$ cat src/rtl/cdq_pkg.sv
// shared types and codes for the circular deque
package cdq_pkg;

    typedef enum logic [2:0] {
        FN_PUSH_BACK  = 3'd0,
        FN_POP_FRONT  = 3'd1,
        FN_PUSH_FRONT = 3'd2,
        FN_POP_BACK   = 3'd3,
        FN_CLEAR      = 3'd4
    } t_func;

    typedef enum logic [1:0] {
        ST_OK    = 2'd0,
        ST_FULL  = 2'd1,
        ST_EMPTY = 2'd2
    } t_status;

    typedef enum logic [1:0] {
        S_IDLE = 2'b01,
        S_OUT  = 2'b10
    } t_state;

endpackage

$ cat src/rtl/circular_deque.sv
// circular deque top level: pointer and count control around the slot ram
// a result is valid in the cycle after its transaction is accepted
// one transaction is taken per cycle while results are taken at once;
//   the slot ram's registered read port gives the popped value with the result
// reset: synchronous active low, clears pointers, count and handshake state,
//   capacity returns to DEPTH; slot contents are left as they are
module circular_deque #(
    parameter int DEPTH      = 16,
    parameter int DATA_WIDTH = 32
) (
    input  logic                         i_clk,
    input  logic                         i_rst_n,
    // configuration write
    input  logic                         i_cfg_valid,
    output logic                         o_cfg_ready,
    input  logic [$clog2(DEPTH+1)-1:0]   i_cfg_capacity,
    // operation in
    input  logic                         i_valid,
    output logic                         o_ready,
    input  logic [2:0]                   i_func,
    input  logic [DATA_WIDTH-1:0]        i_data_in,
    // result out
    output logic                         o_valid,
    input  logic                         i_ready,
    output logic [DATA_WIDTH-1:0]        o_data_out,
    output logic [1:0]                   o_status,
    output logic [$clog2(DEPTH+1)-1:0]   o_length,
    output logic                         o_is_empty,
    output logic                         o_is_full
);

    localparam int IDX_W = $clog2(DEPTH);
    localparam int CNT_W = $clog2(DEPTH + 1);

    cdq_pkg::t_state  r_state;
    logic [CNT_W-1:0] r_cap;
    logic [IDX_W-1:0] r_head, n_head;
    logic [IDX_W-1:0] r_tail, n_tail;
    logic [CNT_W-1:0] r_count, n_count;

    cdq_pkg::t_status r_status, n_status;
    logic             r_pop_ok, n_pop_ok;
    logic [CNT_W-1:0] r_len;
    logic             r_empty;
    logic             r_full;

    logic             in_acc;
    logic             out_acc;
    cdq_pkg::t_func   fn;
    logic [CNT_W-1:0] cap_eff;
    logic             is_full_now;
    logic [CNT_W-1:0] head_x, tail_x;
    logic [CNT_W-1:0] tail_next, head_prev, head_next, tail_prev;

    logic                  mem_we, mem_re;
    logic [IDX_W-1:0]      mem_waddr, mem_raddr;
    logic [DATA_WIDTH-1:0] mem_rdata;

    assign in_acc      = i_valid && o_ready;
    assign out_acc     = o_valid && i_ready;
    assign o_ready     = (r_state == cdq_pkg::S_IDLE) || i_ready;
    assign o_valid     = (r_state == cdq_pkg::S_OUT);
    assign o_cfg_ready = 1'b1;
    assign fn          = cdq_pkg::t_func'(i_func);

    // capacity 0 acts as 1, above DEPTH acts as DEPTH
    always_comb begin
        priority if (r_cap == '0) begin
            cap_eff = CNT_W'(1);
        end else if (r_cap > CNT_W'(DEPTH)) begin
            cap_eff = CNT_W'(DEPTH);
        end else begin
            cap_eff = r_cap;
        end
    end

    assign is_full_now = (r_count >= cap_eff);
    assign head_x      = CNT_W'(r_head);
    assign tail_x      = CNT_W'(r_tail);

    // wrap at the effective capacity; a pointer above it after a capacity
    // change steps back to the last slot, or forward to slot 0
    assign tail_next = ((tail_x + CNT_W'(1)) >= cap_eff) ? '0 : tail_x + CNT_W'(1);
    assign head_next = ((head_x + CNT_W'(1)) >= cap_eff) ? '0 : head_x + CNT_W'(1);
    assign head_prev = ((head_x == '0) || (head_x > cap_eff)) ? cap_eff - CNT_W'(1)
                                                              : head_x - CNT_W'(1);
    assign tail_prev = ((tail_x == '0) || (tail_x > cap_eff)) ? cap_eff - CNT_W'(1)
                                                              : tail_x - CNT_W'(1);

    always_comb begin
        n_head    = r_head;
        n_tail    = r_tail;
        n_count   = r_count;
        n_status  = cdq_pkg::ST_OK;
        n_pop_ok  = 1'b0;
        mem_we    = 1'b0;
        mem_waddr = '0;
        mem_re    = 1'b0;
        mem_raddr = r_head;
        unique case (fn)
            cdq_pkg::FN_PUSH_BACK, cdq_pkg::FN_PUSH_FRONT: begin
                if (is_full_now) begin
                    n_status = cdq_pkg::ST_FULL;
                end else begin
                    mem_we  = in_acc;
                    n_count = r_count + CNT_W'(1);
                    priority if (r_count == '0) begin
                        n_head    = '0;
                        n_tail    = '0;
                        mem_waddr = '0;
                    end else if (fn == cdq_pkg::FN_PUSH_BACK) begin
                        n_tail    = tail_next[IDX_W-1:0];
                        mem_waddr = tail_next[IDX_W-1:0];
                    end else begin
                        n_head    = head_prev[IDX_W-1:0];
                        mem_waddr = head_prev[IDX_W-1:0];
                    end
                end
            end
            cdq_pkg::FN_POP_FRONT, cdq_pkg::FN_POP_BACK: begin
                if (r_count == '0) begin
                    n_status = cdq_pkg::ST_EMPTY;
                end else begin
                    n_pop_ok  = 1'b1;
                    mem_re    = in_acc;
                    mem_raddr = (fn == cdq_pkg::FN_POP_FRONT) ? r_head : r_tail;
                    n_count   = r_count - CNT_W'(1);
                    priority if (r_count == CNT_W'(1)) begin
                        n_head = '0;
                        n_tail = '0;
                    end else if (fn == cdq_pkg::FN_POP_FRONT) begin
                        n_head = head_next[IDX_W-1:0];
                    end else begin
                        n_tail = tail_prev[IDX_W-1:0];
                    end
                end
            end
            cdq_pkg::FN_CLEAR: begin
                n_count = '0;
                n_head  = '0;
                n_tail  = '0;
            end
            default: begin
                // unused operation codes leave everything as it is
            end
        endcase
    end

    always_ff @(posedge i_clk) begin
        if (!i_rst_n) begin
            r_state <= cdq_pkg::S_IDLE;
            r_cap   <= CNT_W'(DEPTH);
            r_head  <= '0;
            r_tail  <= '0;
            r_count <= '0;
        end else begin
            if (i_cfg_valid && o_cfg_ready) begin
                r_cap <= i_cfg_capacity;
            end
            if (in_acc) begin
                r_state <= cdq_pkg::S_OUT;
                r_head  <= n_head;
                r_tail  <= n_tail;
                r_count <= n_count;
            end else if (out_acc) begin
                r_state <= cdq_pkg::S_IDLE;
            end
        end
    end

    // result fields, loaded with each transaction
    always_ff @(posedge i_clk) begin
        if (in_acc) begin
            r_status <= n_status;
            r_pop_ok <= n_pop_ok;
            r_len    <= n_count;
            r_empty  <= (n_count == '0);
            r_full   <= (n_count >= cap_eff);
        end
    end

    cdq_ram #(
        .DEPTH      (DEPTH),
        .DATA_WIDTH (DATA_WIDTH)
    ) u_ram (
        .i_clk   (i_clk),
        .i_we    (mem_we),
        .i_waddr (mem_waddr),
        .i_wdata (i_data_in),
        .i_re    (mem_re),
        .i_raddr (mem_raddr),
        .o_rdata (mem_rdata)
    );

    assign o_data_out = r_pop_ok ? mem_rdata : '0;
    assign o_status   = r_status;
    assign o_length   = r_len;
    assign o_is_empty = r_empty;
    assign o_is_full  = r_full;

`ifndef SYNTHESIS
    a_count_bound: assert property (@(posedge i_clk) disable iff (!i_rst_n)
        r_count <= CNT_W'(DEPTH))
        else $error("element count above depth");

    a_empty_flag: assert property (@(posedge i_clk) disable iff (!i_rst_n)
        o_valid |-> (o_is_empty == (o_length == '0)))
        else $error("empty flag disagrees with length");

    a_refused_zero: assert property (@(posedge i_clk) disable iff (!i_rst_n)
        (o_valid && (o_status != cdq_pkg::ST_OK)) |-> (o_data_out == '0))
        else $error("refused transaction returned data");

    a_clear: assert property (@(posedge i_clk) disable iff (!i_rst_n)
        (in_acc && (fn == cdq_pkg::FN_CLEAR)) |=>
            ((r_count == '0) && (r_head == '0) && (r_tail == '0)))
        else $error("clear did not reset pointers and count");

    a_pop_len: assert property (@(posedge i_clk) disable iff (!i_rst_n)
        (in_acc && n_pop_ok) |=> (o_length == $past(r_count) - CNT_W'(1)))
        else $error("pop did not reduce length by one");
`endif

endmodule

$ cat src/rtl/cdq_ram.sv
// slot storage: one write port, one registered read port
module cdq_ram #(
    parameter int DEPTH      = 16,
    parameter int DATA_WIDTH = 32
) (
    input  logic                     i_clk,
    input  logic                     i_we,
    input  logic [$clog2(DEPTH)-1:0] i_waddr,
    input  logic [DATA_WIDTH-1:0]    i_wdata,
    input  logic                     i_re,
    input  logic [$clog2(DEPTH)-1:0] i_raddr,
    output logic [DATA_WIDTH-1:0]    o_rdata
);

    logic [DATA_WIDTH-1:0] r_mem [DEPTH];
    logic [DATA_WIDTH-1:0] r_rdata;

    always_ff @(posedge i_clk) begin
        if (i_we) begin
            r_mem[i_waddr] <= i_wdata;
        end
    end

    always_ff @(posedge i_clk) begin
        if (i_re) begin
            r_rdata <= r_mem[i_raddr];
        end
    end

    assign o_rdata = r_rdata;

endmodule
$ cat config.mk
export PLATFORM = sky130hd
export DESIGN_NAME = circular_deque
export DESIGN_NICKNAME = d
export VERILOG_FILES = /design/src/rtl/cdq_pkg.sv /design/src/rtl/circular_deque.sv /design/src/rtl/cdq_ram.sv
export SDC_FILE = /design/constraint.sdc
export NUM_CORES = 1
export LEC_CHECK = 0
export BUFFER_PORTS_ARGS = -buffer_cell sky130_fd_sc_hd__buf_4
export CORE_ASPECT_RATIO = 1.1
export CORE_MARGIN = 8
export CORE_UTILIZATION = 40
export DETAILED_ROUTE_END_ITERATION = 12
export PLACE_DENSITY_LB_ADDON = 0.1
export SKIP_CTS_REPAIR_TIMING = 1
export SLEW_MARGIN = 20
export SYNTH_ARGS = -nofsm -noshare
export SYNTH_HDL_FRONTEND = slang
export SYNTH_SLANG_ARGS = --single-unit
$ cat constraint.sdc
create_clock -name i_clk -period 5.2 [get_ports i_clk]
set_input_delay 0.26 -clock i_clk [delete_from_list [all_inputs] [get_ports i_clk]]
set_output_delay 0.26 -clock i_clk [all_outputs]
set_load 0.02 [all_outputs]
==> results.json, run 1 <==
{
  "reg2reg_depth": 13,
  "rr_endpoint": "u_ram.r_mem[13][20]",
  "port-buffer-count": 87,
  "placedCellCount": 2899,
  "status": "complete, but fails checks",
  "overflow": 0,
  "ys_types": 70,
  "fillCellCount": 5769,
  "dr.pass1.iters": 5,
  "via_count": 17800,
  "die_area_um2": 73500,
  "synth_top_area_cell": "edfxtp_1",
  "stdcell_area_um2": 30300,
  "arrival_ps": 4770,
  "synth_edf_count": 554,
  "final_hold_viol_count": 1,
  "p_leak_nw": 10.0,
  "clkTransAtPathRegs_ps": 60,
  "postSynthCellCount": 2059,
  "fin_crit_sh_pct": 85.6,
  "wl_per_cell_um": 25.4,
  "first_iter_violations": 1462,
  "die_w_um": 259,
  "yosys_most_used_dff": "edfxtp_1",
  "die_h_um": 284,
  "synthToLayoutAreaGrowth_pct": 16.2,
  "detail-route-antenna-nets": 0,
  "grt_pass1_wl_um": 114000,
  "r2r_slack_ps": 750,
  "gp_congestion": 0.840,
  "antenna_found_initial": 2,
  "drive_above_1_share_pct": 13.9,
  "tightest_slew_ps": 1170,
  "syn_area_um2": 26000,
  "most-common-layout-cells": "554 x edfxtp_1, 365 x a21oi_1, 218 x nand2_1",
  "yosysSeqAreaShare_pct": 65.4,
  "worstSetupPathType": "register to register",
  "synth_seq_cells": 574,
  "end_kind": "register",
  "grt_pass1_vias": 17200,
  "violations": "hold timing",
  "synthAdderAreaFrac_pct": 1.82,
  "mostFrequentLayoutCell": "edfxtp_1",
  "remaining_drc_errors": 0,
  "root_buffer": "clkbuf_16",
  "htreeDepth": 2,
  "core_area_um2": 64700,
  "grt_max_degree": 145,
  "ir_drop_mv": 0.288,
  "synth.area.mux_share_pct": 7.08,
  "cts_buffers": 61,
  "stdcell_count": 3057,
  "start_kind": "register",
  "hp-class": "primary input to register",
  "finClkSkew_ps": 26.0,
  "min_period_ps": 4450,
  "max_cap_violations": 0,
  "routed_wl_um": 77700,
  "synth_top_family_by_area": "compound AO/OA/AOI/OAI gates",
  "io_pins": 89,
  "rows": 98,
  "start_util_pct": 40.2,
  "synth.top_cell.area_share_pct": 63.9,
  "timing.fmax_mhz": 225,
  "netlist_top_cells_area": "edfxtp_1 64%, a21oi_1 7.0%, mux2i_1 5.4%, nand2_1 3.1%, ha_1 1.8%",
  "cts.sinks": 574,
  "vias_per_cell": 5.82,
  "holdPathEnd": "r_cap[1]",
  "powerDensity_nw_per_um2": 367,
  "async_flop_share_pct": 0,
  "track_usage_pct": 20.4,
  "postSynthAreaPerCell_um2": 12.6,
  "slew_headroom_pct": 21.7,
  "r2r_start": "r_tail[1]",
  "syn-num-nets": 2141,
  "rsz0062_at_grt": "no",
  "nets": 2236,
  "fin_hold_ws_ps": -31.7,
  "crit_required_ps": 5520,
  "cts_tree": "yes",
  "final.setup.tns_ps": 0,
  "cts_max_path_buffers": 3,
  "synthSimpleGateAreaFrac_pct": 8.82,
  "yosysWarnings": 0,
  "dp_hpwl_um": 44500,
  "crit_path_max_fanout": 25,
  "whs_path_depth": 3,
  "place_area_um2": 27800,
  "min-delay-start": "i_cfg_valid",
  "finalSetupViolCount": 0,
  "slew_viol_final": 0,
  "clk_latency_ps": 640,
  "synth_xor_area_share_pct": 0.269,
  "synth_compound_area_share_pct": 13.4
}
==> through the flow <==
stage | util, % | setup slack [ps] | total power (W)
floorplan | - | 264 | 0.00618
detailed placement | 43.0 | 829 | 0.00674
CTS | 46.1 | 820 | 0.0112
finish | 46.7 | 746 | 0.0111
global route | 46.7 | 566 | 0.0115
global placement | 43.0 | 863 | 0.00672
==> Yosys cell counts, types with 5 or more instances <==
cell type / n
a211o_1: 27
a21o_1: 6
a21oi_1: 365
a221o_1: 8
a31o_2: 6
a32oi_1: 36
and2_1: 36
buf_2: 41
buf_4: 5
buf_6: 8
clkbuf_1: 91
dfxtp_1: 20
edfxtp_1: 554
ha_1: 37
inv_1: 29
mux2_2: 34
mux2i_1: 140
nand2_1: 218
nand2b_1: 5
nand3_1: 65
nand4_1: 31
nor2_1: 73
nor2b_1: 7
nor3_1: 15
o211ai_1: 12
o21ai_0: 34
o22ai_1: 39
o311ai_1: 13
o31ai_1: 6
or3_1: 25
==> routing by layer <==
| metal | part of all wire, % | vias to the layer above | global-route usage (%) | wire, um |
|---|---|---|---|---|
| li1 | - | 8086 | - | - |
| met1 | 45 | 9028 | 28.5 | 34900 |
| met2 | 47 | 584 | 32.6 | 36600 |
| met3 | 5.5 | 105 | 2.87 | 4270 |
| met4 | 2.5 | 0 | 6.17 | 1930 |
| met5 | 0 | - | 0 | 0 |
==> critical path, stage by stage (launching register included) <==
cell,delay [ps]
dfxtp_4,580
and2_1,450
nand2_1,140
xor2_1,200
inv_1,100
ha_1,180
a21oi_1,190
nand2_1,120
a311oi_1,440
and2_1,250
o22ai_1,100
or3_1,510
nor2_4,600
buf_12,290
==> worst max-delay path by stage <==
stage,from,to,depth (start not counted)
final,r_tail[1],u_ram.r_mem[13][20],13
after global routing,r_tail[1],u_ram.r_mem[14][24],13
after detailed placement,r_tail[1],u_ram.r_mem[13][12],13
after CTS,r_tail[1],u_ram.r_mem[13][24],13
after floorplan,r_tail[1],u_ram.r_mem[11][0],13
after global placement,r_tail[1],u_ram.r_mem[15][28],11
==> power by group <==
part / leakage, nW / total [W] / internal, W / switching, W
logic: 3.86 / 0.00147 / 0.000496 / 0.000972
clock network: 0.979 / 0.00444 / 0.00259 / 0.00185
registers: 5.16 / 0.00519 / 0.00515 / 0.0000440
==> registers in the layout (all words and copies together) (netlist names) <==
register	count
o_status	2
r_head	4
u_ram.r_mem	512
r_cap	5
r_state	2
u_ram.o_rdata	32
r_count	5
o_is_full	1
o_length	5
o_is_empty	1
r_pop_ok	1
r_tail	4
==> cells by family after synthesis <==
logic type,after synthesis
buffers and inverters,183
adders and majority gates,38
xor gates and xnor gates,8
AOI/OAI and AO/OA,583
and+or+nand+nor,495
muxes,177
DFF,574
other,1
==> layout make-up <==
class	instances	area, um2	share of cell area (%)
Inverter	33	129	0.426
Clock inverter	37	412	1.36
Clock buffer	77	1610	5.31
Sequential cell	574	17000	56.3
Tap cell	850	1060	3.52
Antenna cell	2	5.00	0.0165
Timing Repair Buffer	182	1610	5.32
Multi-Input combinational cell	1302	8380	27.7
Note: power is estimated with default switching activity, not from simulation.
==> run 2, diff against run 1 <==
- BUFFER_PORTS_ARGS: -buffer_cell sky130_fd_sc_hd__buf_4 -> not set
- DONT_BUFFER_PORTS: not set -> 1
- PLACE_DENSITY_LB_ADDON: 0.1 -> not set
- clock period: 5.2 -> 4.9 ns (I/O delays scaled with it)
==> results.json, run 2 (same netlist as run 1, synthesis figures left out) <==
{
  "routed_wl_um": 72900,
  "crit_required_ps": 5260,
  "seq_power_share_pct": 49.2,
  "grt_pass1_vias": 17400,
  "rsz0062_at_grt": "no",
  "drive_above_1_share_pct": 10.7,
  "fin_util_pct": 45.6,
  "die_area_um2": 73500,
  "start_kind": "register",
  "die_w_um": 259,
  "slew_headroom_pct": 26.8,
  "worstSetupPathType": "register to register",
  "min_period_ps": 4320,
  "powerDensity_nw_per_um2": 381,
  "regMostFlops": "u_ram.r_mem",
  "dr.pass1.iters": 7,
  "largest_register_ffs": 512,
  "pre_cts_slack_ps": 685,
  "final_hold_viol_count": 0,
  "cts.sinks": 574,
  "cts_tree": "yes",
  "htreeDepth": 2,
  "vias_per_cell": 5.94,
  "crit_path_max_fanout": 7,
  "p_leak_nw": 9.55,
  "die_h_um": 284,
  "first_iter_violations": 1601,
  "antenna_found_initial": 3,
  "finalSetupViolCount": 0,
  "switchingPower_w": 0.00290,
  "switching_share_pct": 25.8,
  "remaining_drc_errors": 0,
  "wl_per_cell_um": 24.4,
  "pwr-share-clk_pct": 37.6,
  "synthToLayoutAreaGrowth_pct": 13.3,
  "io_pins": 89,
  "via_count": 17700,
  "hp-class": "primary input to register",
  "cts_buffers": 60,
  "tightest_slew_ps": 1070,
  "most-common-layout-cells": "554 x edfxtp_1, 365 x a21oi_1, 218 x nand2_1",
  "status": "finished clean",
  "detail-route-antenna-nets": 0,
  "grt_pass1_wl_um": 109000,
  "max_cap_violations": 0,
  "start_util_pct": 40.2,
  "comb_power_share_pct": 13.2,
  "port-buffer-count": 0,
  "core_area_um2": 64700,
  "arrival_ps": 4680,
  "fin_crit_sh_pct": 88.2,
  "overflow": 0,
  "timing.fmax_mhz": 231,
  "p_int_w": 0.00833,
  "grt_max_degree": 85,
  "clk_latency_ps": 620,
  "rows": 98,
  "gp_congestion": 0.883,
  "dp_hpwl_um": 43100,
  "clkTransAtPathRegs_ps": 60,
  "cts_max_path_buffers": 3,
  "finClkSkew_ps": 17.2,
  "end_kind": "register",
  "postLayoutSetupSlackWorst_ps": 578,
  "mostFrequentLayoutCell": "edfxtp_1",
  "root_buffer": "clkbuf_16",
  "slew_viol_final": 0,
  "ir_drop_mv": 0.249,
  "track_usage_pct": 19.0,
  "nets": 2171
}
-- run 2: cell type report --
cell class / instances / area (um2)
repair buffers: 118 / 1110
clock inverters: 29 / 203
inverters: 33 / 129
well taps: 850 / 1060
diodes: 2 / 5.00
multi-input cells: 1302 / 8380
clock buffers: 76 / 1580
fillers: 5819 / 35200
flip-flops and latches: 574 / 17000
-- run 2: layer usage --
layer  GRT usage, %  vias to the layer above  share of wire, %
li1               -                     7951                 -
met1           25.1                     8929                42
met2           31.0                      709                47
met3           3.76                      143               7.2
met4           6.52                        2               3.1
met5              0                        -             0.018
-- run 2: critical path: stages (launching register included) --
cell and delay, ps:
dfxtp_1 350, inv_1 210, nand2_1 290, ha_1 400, nand4_1 100, a21oi_1 380
nor2_1 150, o221ai_1 580, a21oi_1 260, ha_1 330, nand2b_1 140, a21o_1 170
a21o_1 170, maj3_1 350, a21o_1 190
-- run 2: path summary, 6_finish.rpt --
path / from / endpoint / slack (ps) / cells after the start
worst max register to register: r_cap[4] / o_is_full / 580 / 14
worst min-delay path: i_func[2] / r_count[2] / 50 / 4
worst min register to register: r_state[1] / r_state[1] / 550 / 2
worst max-delay path: r_cap[4] / o_is_full / 580 / 14
-- run 2: per-stage QoR --
stage               instance area, um2  TNS [ps]  cells  hold WS, ps  power (W)
floorplan                        26000     -4090   2059          344    0.00656
global placement                 27200         0   2829          345    0.00698
detailed placement               27200         0   2829          345    0.00700
CTS                              29000         0   2934         -311     0.0112
global route                     29500         0   2983         53.1     0.0116
finish                           29500         0   2984         49.6     0.0112
-- run 2: power groups by stage --
stage               logic, W  registers (W)  clock network (W)
floorplan           0.000961        0.00560                  0
global placement     0.00135        0.00563                  0
detailed placement   0.00137        0.00563                  0
CTS                  0.00138        0.00553            0.00431
global route         0.00161        0.00553            0.00448
finish               0.00149        0.00553            0.00422
